<file path="config.mk">
export PLATFORM = sky130hd
export DESIGN_NAME = pip_edge
export DESIGN_NICKNAME = d
export VERILOG_FILES = /design/src/sv/pip_pkg.sv /design/src/sv/pip_edge.sv
export SDC_FILE = /design/constraint.sdc
export NUM_CORES = 2
export LEC_CHECK = 0
export BUFFER_PORTS_ARGS = -buffer_cell sky130_fd_sc_hd__buf_2
export CORE_ASPECT_RATIO = 0.7
export CORE_MARGIN = 3
export CORE_UTILIZATION = 60
export CTS_CLUSTER_DIAMETER = 60
export DETAILED_ROUTE_END_ITERATION = 7
export GPL_TIMING_DRIVEN = 1
export PLACE_DENSITY = 0.73
export SLEW_MARGIN = 20
export SYNTH_ARGS = -nofsm -noshare
export SYNTH_HDL_FRONTEND = slang
export SYNTH_SLANG_ARGS = --single-unit
</file>
<file path="constraint.sdc">
create_clock -name clk_i -period 8.8 [get_ports clk_i]
set_input_delay 0.44 -clock clk_i [delete_from_list [all_inputs] [get_ports clk_i]]
set_output_delay 0.44 -clock clk_i [all_outputs]
set_load 0.02 [all_outputs]
</file>
<file path="src/sv/pip_pkg.sv">
// Shared types and constants for the point-in-polygon test block.
// Used by pip_front, pip_edge, pip_walk and point_in_polygon_test.
// No dependencies.
`default_nettype none

package pip_pkg;

  localparam int IDX_W  = 6;   // vertex slot field
  localparam int CRD_W  = 16;  // integer corner coordinate
  localparam int PT_W   = 24;  // Q16.8 query coordinate
  localparam int CNT_W  = 7;   // vertex_count register
  localparam int QDEPTH = 2;   // command queue depth, power of two

  // Register index on the configuration port (paddr[2])
  localparam logic [0:0] REG_VERTEX_COUNT = 1'b0;

  typedef enum logic [0:0] {
    OP_STORE = 1'b0,
    OP_QUERY = 1'b1
  } op_e;

  // One queued command, front to back
  typedef struct packed {
    op_e                     op;
    logic [IDX_W-1:0]        vidx;
    logic signed [CRD_W-1:0] vx;
    logic signed [CRD_W-1:0] vy;
    logic signed [PT_W-1:0]  px;
    logic signed [PT_W-1:0]  py;
  } cmd_t;

  // One edge into the crossing pipeline: corner a is the current corner,
  // corner b its predecessor.
  typedef struct packed {
    logic                    vld;
    logic                    last;
    logic signed [CRD_W-1:0] xa;
    logic signed [CRD_W-1:0] ya;
    logic signed [CRD_W-1:0] xb;
    logic signed [CRD_W-1:0] yb;
  } seg_t;

  // Crossing verdict out of the pipeline
  typedef struct packed {
    logic vld;
    logic last;
    logic hit;
  } xing_t;

endpackage

`default_nettype wire

</file>
<file path="src/sv/pip_edge.sv">
// Crossing pipeline: straddle check and differences, then two multiplies,
// then the signed compare. Depends on pip_pkg.
`default_nettype none

module pip_edge (
  input  wire logic                             clk_i,
  input  wire logic                             rst_ni,
  input  wire pip_pkg::seg_t                    seg_i,
  input  wire logic signed [pip_pkg::PT_W-1:0]  px_i,
  input  wire logic signed [pip_pkg::PT_W-1:0]  py_i,
  output pip_pkg::xing_t                        xing_o
);

  localparam int DW = pip_pkg::CRD_W + 1;   // corner difference
  localparam int RW = pip_pkg::PT_W + 1;    // point minus scaled corner
  localparam int PW = DW + RW;              // product

  logic signed [pip_pkg::PT_W-1:0] ya8, yb8, xa8;
  logic                            straddle;
  logic signed [DW-1:0]            dx_d, dy_d;
  logic signed [RW-1:0]            rx_d, ry_d;

  logic                 s1_vld_q, s1_last_q, s1_str_q;
  logic signed [DW-1:0] s1_dx_q, s1_dy_q;
  logic signed [RW-1:0] s1_rx_q, s1_ry_q;

  logic                 s2_vld_q, s2_last_q, s2_str_q, s2_pos_q;
  logic signed [PW-1:0] s2_lhs_q, s2_rhs_q;

  // Scale corners to Q8
  assign ya8 = {seg_i.ya, 8'b0};
  assign yb8 = {seg_i.yb, 8'b0};
  assign xa8 = {seg_i.xa, 8'b0};

  always_comb begin
    straddle = ((ya8 < py_i) && (yb8 >= py_i)) || ((yb8 < py_i) && (ya8 >= py_i));
    dx_d = {seg_i.xb[pip_pkg::CRD_W-1], seg_i.xb} - {seg_i.xa[pip_pkg::CRD_W-1], seg_i.xa};
    dy_d = {seg_i.yb[pip_pkg::CRD_W-1], seg_i.yb} - {seg_i.ya[pip_pkg::CRD_W-1], seg_i.ya};
    ry_d = {py_i[pip_pkg::PT_W-1], py_i} - {ya8[pip_pkg::PT_W-1], ya8};
    rx_d = {px_i[pip_pkg::PT_W-1], px_i} - {xa8[pip_pkg::PT_W-1], xa8};
  end

  always_ff @(posedge clk_i or negedge rst_ni) begin
    if (!rst_ni) begin
      s1_vld_q <= 1'b0;
      s2_vld_q <= 1'b0;
    end else begin
      s1_vld_q <= seg_i.vld;
      s2_vld_q <= s1_vld_q;
    end
  end

  always_ff @(posedge clk_i) begin
    s1_last_q <= seg_i.last;
    s1_str_q  <= straddle;
    s1_dx_q   <= dx_d;
    s1_dy_q   <= dy_d;
    s1_rx_q   <= rx_d;
    s1_ry_q   <= ry_d;

    s2_last_q <= s1_last_q;
    s2_str_q  <= s1_str_q;
    s2_pos_q  <= (s1_dy_q > 0);
    s2_lhs_q  <= s1_ry_q * s1_dx_q;
    s2_rhs_q  <= s1_rx_q * s1_dy_q;
  end

  // A falling edge flips the sense of the compare
  always_comb begin
    xing_o.vld  = s2_vld_q;
    xing_o.last = s2_last_q;
    xing_o.hit  = s2_str_q && (s2_pos_q ? (s2_lhs_q < s2_rhs_q) : (s2_lhs_q > s2_rhs_q));
  end

endmodule

`default_nettype wire

</file>
==> impl_metrics.toml <==
[outcome]
status = "completed"

[hold_path]
hold_class = "input port to register"

[drt]
drt_iter0_markers = 2112
drt-total-wl_um = 93080
routedWlPerCell_um = 18.70
vias = 27270
dr.pass1.iters = 6
antenna_left = 0
drc = 0
viasPerCell = 5.477

[layout]
register_area_um2 = 3513
multi_input_area_um2 = 29940
drive_gt1_frac = 0.04668
fill_cells = 5227
final_net_count = 5420
syn_to_final_growth_pct = 5.266

[clock_network]
clkSlewWorstSetupHoldPaths_ns = 0.09
clockBufferDepth = 2
tritoncts = "built"
worstSkewPairLatency_ns = 0.50
clock_sinks = 175
htreeDepth = 4
cts_inserted_buffers = 17
cts_root_buf = "clkbuf_16"
cts_resized = 0

[floorplan]
die_w_um = 305.4
ios = 119
rows = 76
die_h_um = 215.6
dieArea_um2 = 65820
initial_core_util = 0.6089
coreArea_um2 = 61810

[logic_synthesis]
async_flop_share = 0.01143
synth-seq-cells = 175
synth_edf_count = 0
synth_nets = 5377
ys_seq_area_frac = 0.09334
netlist_area_um2 = 37640
synth_common_cells = "inv_1, fa_1, nand2_1, and2_1, ha_1"
yosysUniqueCellTypes = 58
syn-instance-count = 4100
yosys_warnings = 0
synth.most_common_cell = "inv_1"
synthTopCellsByArea = "fa_1, ha_1, inv_1"
synthFlopType = "dfxtp_1"
synth_top_area_cell = "fa_1"
synth_top_area_frac = 0.4447
synth.avg_cell_area_um2 = 9.180

[global_routing]
grt_busiest_layer = "met1"
grt_pass1_wl_um = 153600
grt_pass1_vias = 28740
grt_overflow = 0
grtUsageMet1 = 0.4538
use_met3 = 0.05200
grt_max_degree = 27
grt_util_all_layers = 0.2994
gr-usage-met2 = 0.4488
grt_antenna_before_repair = 8

[run]
drv_cap = 0

[worst_setup_path]
reg2reg_depth = 21
startpoint_type = "register"
worstPathArrival_ns = 7.85
r2r_end = "s2_rhs_q[35]$_DFF_P_"
critical_path_class = "register to register"
setup.worst_path.end_class = "register"
critPathLaunch = "s1_dy_q[16]$_DFF_P_"
timing.rr.start = "s1_dy_q[16]$_DFF_P_"
endpoint = "s2_rhs_q[35]$_DFF_P_"
worstPathMaxFanout = 19
critPathRequiredTime_ns = 9.22
r2r_slack_ns = 1.37

[timing]
slew_headroom = 0.2214
min_period_over_period = 0.8441
hold_viol = 0
fin_crit_ns = 7.428
fmax_mhz = 134.6
max_slew.worst_pin.slew_ns = 1.166
rsz0062_at_grt = "no"
drv_slew = 0
finClkSkew_ns = 0.02559
finalSetupViolCount = 0
setup_tns_ns = 0
fin_hold_ws_ns = 0.04981

[placed_design]
gp_congestion = 0.9395
io_buffers = 118
place_hpwl_um = 77140
-- how the worst min path moves through the flow --
stage               startpoint                  to  slack [ns]  depth (start not counted)
floorplan               rst_ni  s1_vld_q$_DFF_PN0_        0.14                          0
global placement        rst_ni  s2_vld_q$_DFF_PN0_        0.22                          1
detailed placement      rst_ni  s1_vld_q$_DFF_PN0_        0.23                          1
CTS                    px_i[2]  s1_rx_q[2]$_DFF_P_        0.02                          1
global route           px_i[3]  s1_rx_q[3]$_DFF_P_        0.03                          1
finish                 py_i[4]  s1_ry_q[4]$_DFF_P_        0.05                          1
-- cell type report --
cell class	count	area share
well taps	819	0.02586
multi-input cells	2813	0.7558
diodes	3	0.0001895
clock buffers	17	0.01074
flip-flops and latches	175	0.08868
repair buffers	150	0.02103
inverters	986	0.09341
clock inverters	15	0.004326
-- placed cells by master (no fill, tap or decap), drive strengths merged, types with 4 or more instances in the layout --
| cell type | synthesis | layout |
|---|---|---|
| o21a | 21 | 21 |
| a31o | 5 | 5 |
| and3 | 9 | 9 |
| nand2b | 32 | 32 |
| or2 | 5 | 5 |
| clkbuf | 124 | 17 |
| o211ai | 11 | 11 |
| o31ai | 5 | 5 |
| nand4 | 18 | 18 |
| nor4 | 9 | 9 |
| a21boi | 6 | 6 |
| or3 | 9 | 9 |
| xnor2 | 97 | 97 |
| buf | 2 | 149 |
| a21o | 50 | 50 |
| a211oi | 19 | 19 |
| inv | 985 | 993 |
| dfxtp | 173 | 173 |
| nor2b | 34 | 34 |
| and2 | 383 | 383 |
| a31oi | 13 | 13 |
| o21ai | 73 | 73 |
| clkinv | 1 | 4 |
| ha | 325 | 325 |
| a41o | 4 | 4 |
| o21bai | 8 | 8 |
| nand3 | 21 | 21 |
| a21oi | 106 | 106 |
| nor2 | 123 | 123 |
| nor3 | 28 | 28 |
| fa | 836 | 836 |
| nand2 | 490 | 490 |
| xor2 | 37 | 37 |
-- layer usage --
| layer | vias to the layer above | routed length [um] |
|---|---|---|
| li1 | 12280 | - |
| met1 | 13790 | 42610 |
| met2 | 1058 | 40740 |
| met3 | 135 | 7462 |
| met4 | 8 | 2226 |
| met5 | - | 44 |
-- state kept, by name, indices dropped and copies added, names as in the netlist --
name and cells:
s2_rhs_q 42, s2_lhs_q 42, s2_str_q 1, s1_rx_q 25, s2_last_q 1, s1_vld_q 1, s1_dx_q 17, s2_pos_q 1
s1_last_q 1, s1_dy_q 17, s1_str_q 1, s1_ry_q 25, s2_vld_q 1
-- cells by family (layout without fill, tap and decap cells) --
logic type	after synthesis	after routing	share of synthesized area
fa+ha+maj	1161	1161	0.5527
mux	2	2	0.0005319
other cells	0	3	0
compound gates	350	350	0.05947
simple gates	1166	1166	0.1517
flops	175	175	0.09334
xor+xnor	134	134	0.03118
buf+inv	1112	1168	0.1111
-- critical path, stage by stage (launching register included) --
cell and delay [ns]:
dfxtp_1 0.60, clkinv_1 0.71, nor2_1 0.31, fa_1 0.48, fa_1 0.53, fa_1 0.43
fa_1 0.46, fa_1 0.49, inv_1 0.05, fa_1 0.48, inv_1 0.04, ha_1 0.34
a211oi_1 0.27, o21ai_0 0.14, a211oi_1 0.51, o211ai_1 0.14, o21ai_0 0.36, a221oi_1 0.23
o311ai_0 0.36, nand2b_1 0.10, a21oi_1 0.18, xnor2_1 0.13
-- timing repair --
item | 4_1_cts | 5_1_grt
hold buffers | 1 | 0
setup buffers | 0 | 0
hold endpoints to repair | 2 | 0
-- stage by stage --
stage	util	std cells	cell area, um2	worst slack, ns
after global routing	0.6409	4975	39610	0.8427
after global placement	0.6311	4942	39010	1.602
final	0.6410	4978	39620	1.372
after detailed placement	0.6311	4942	39010	1.432
after floorplan	-	4100	37640	2.571
after CTS	0.6409	4975	39610	1.377
Power is left out: the tool's default activity adds up to more than one toggle a clock period on the data nets, which glitch-free logic cannot reach.
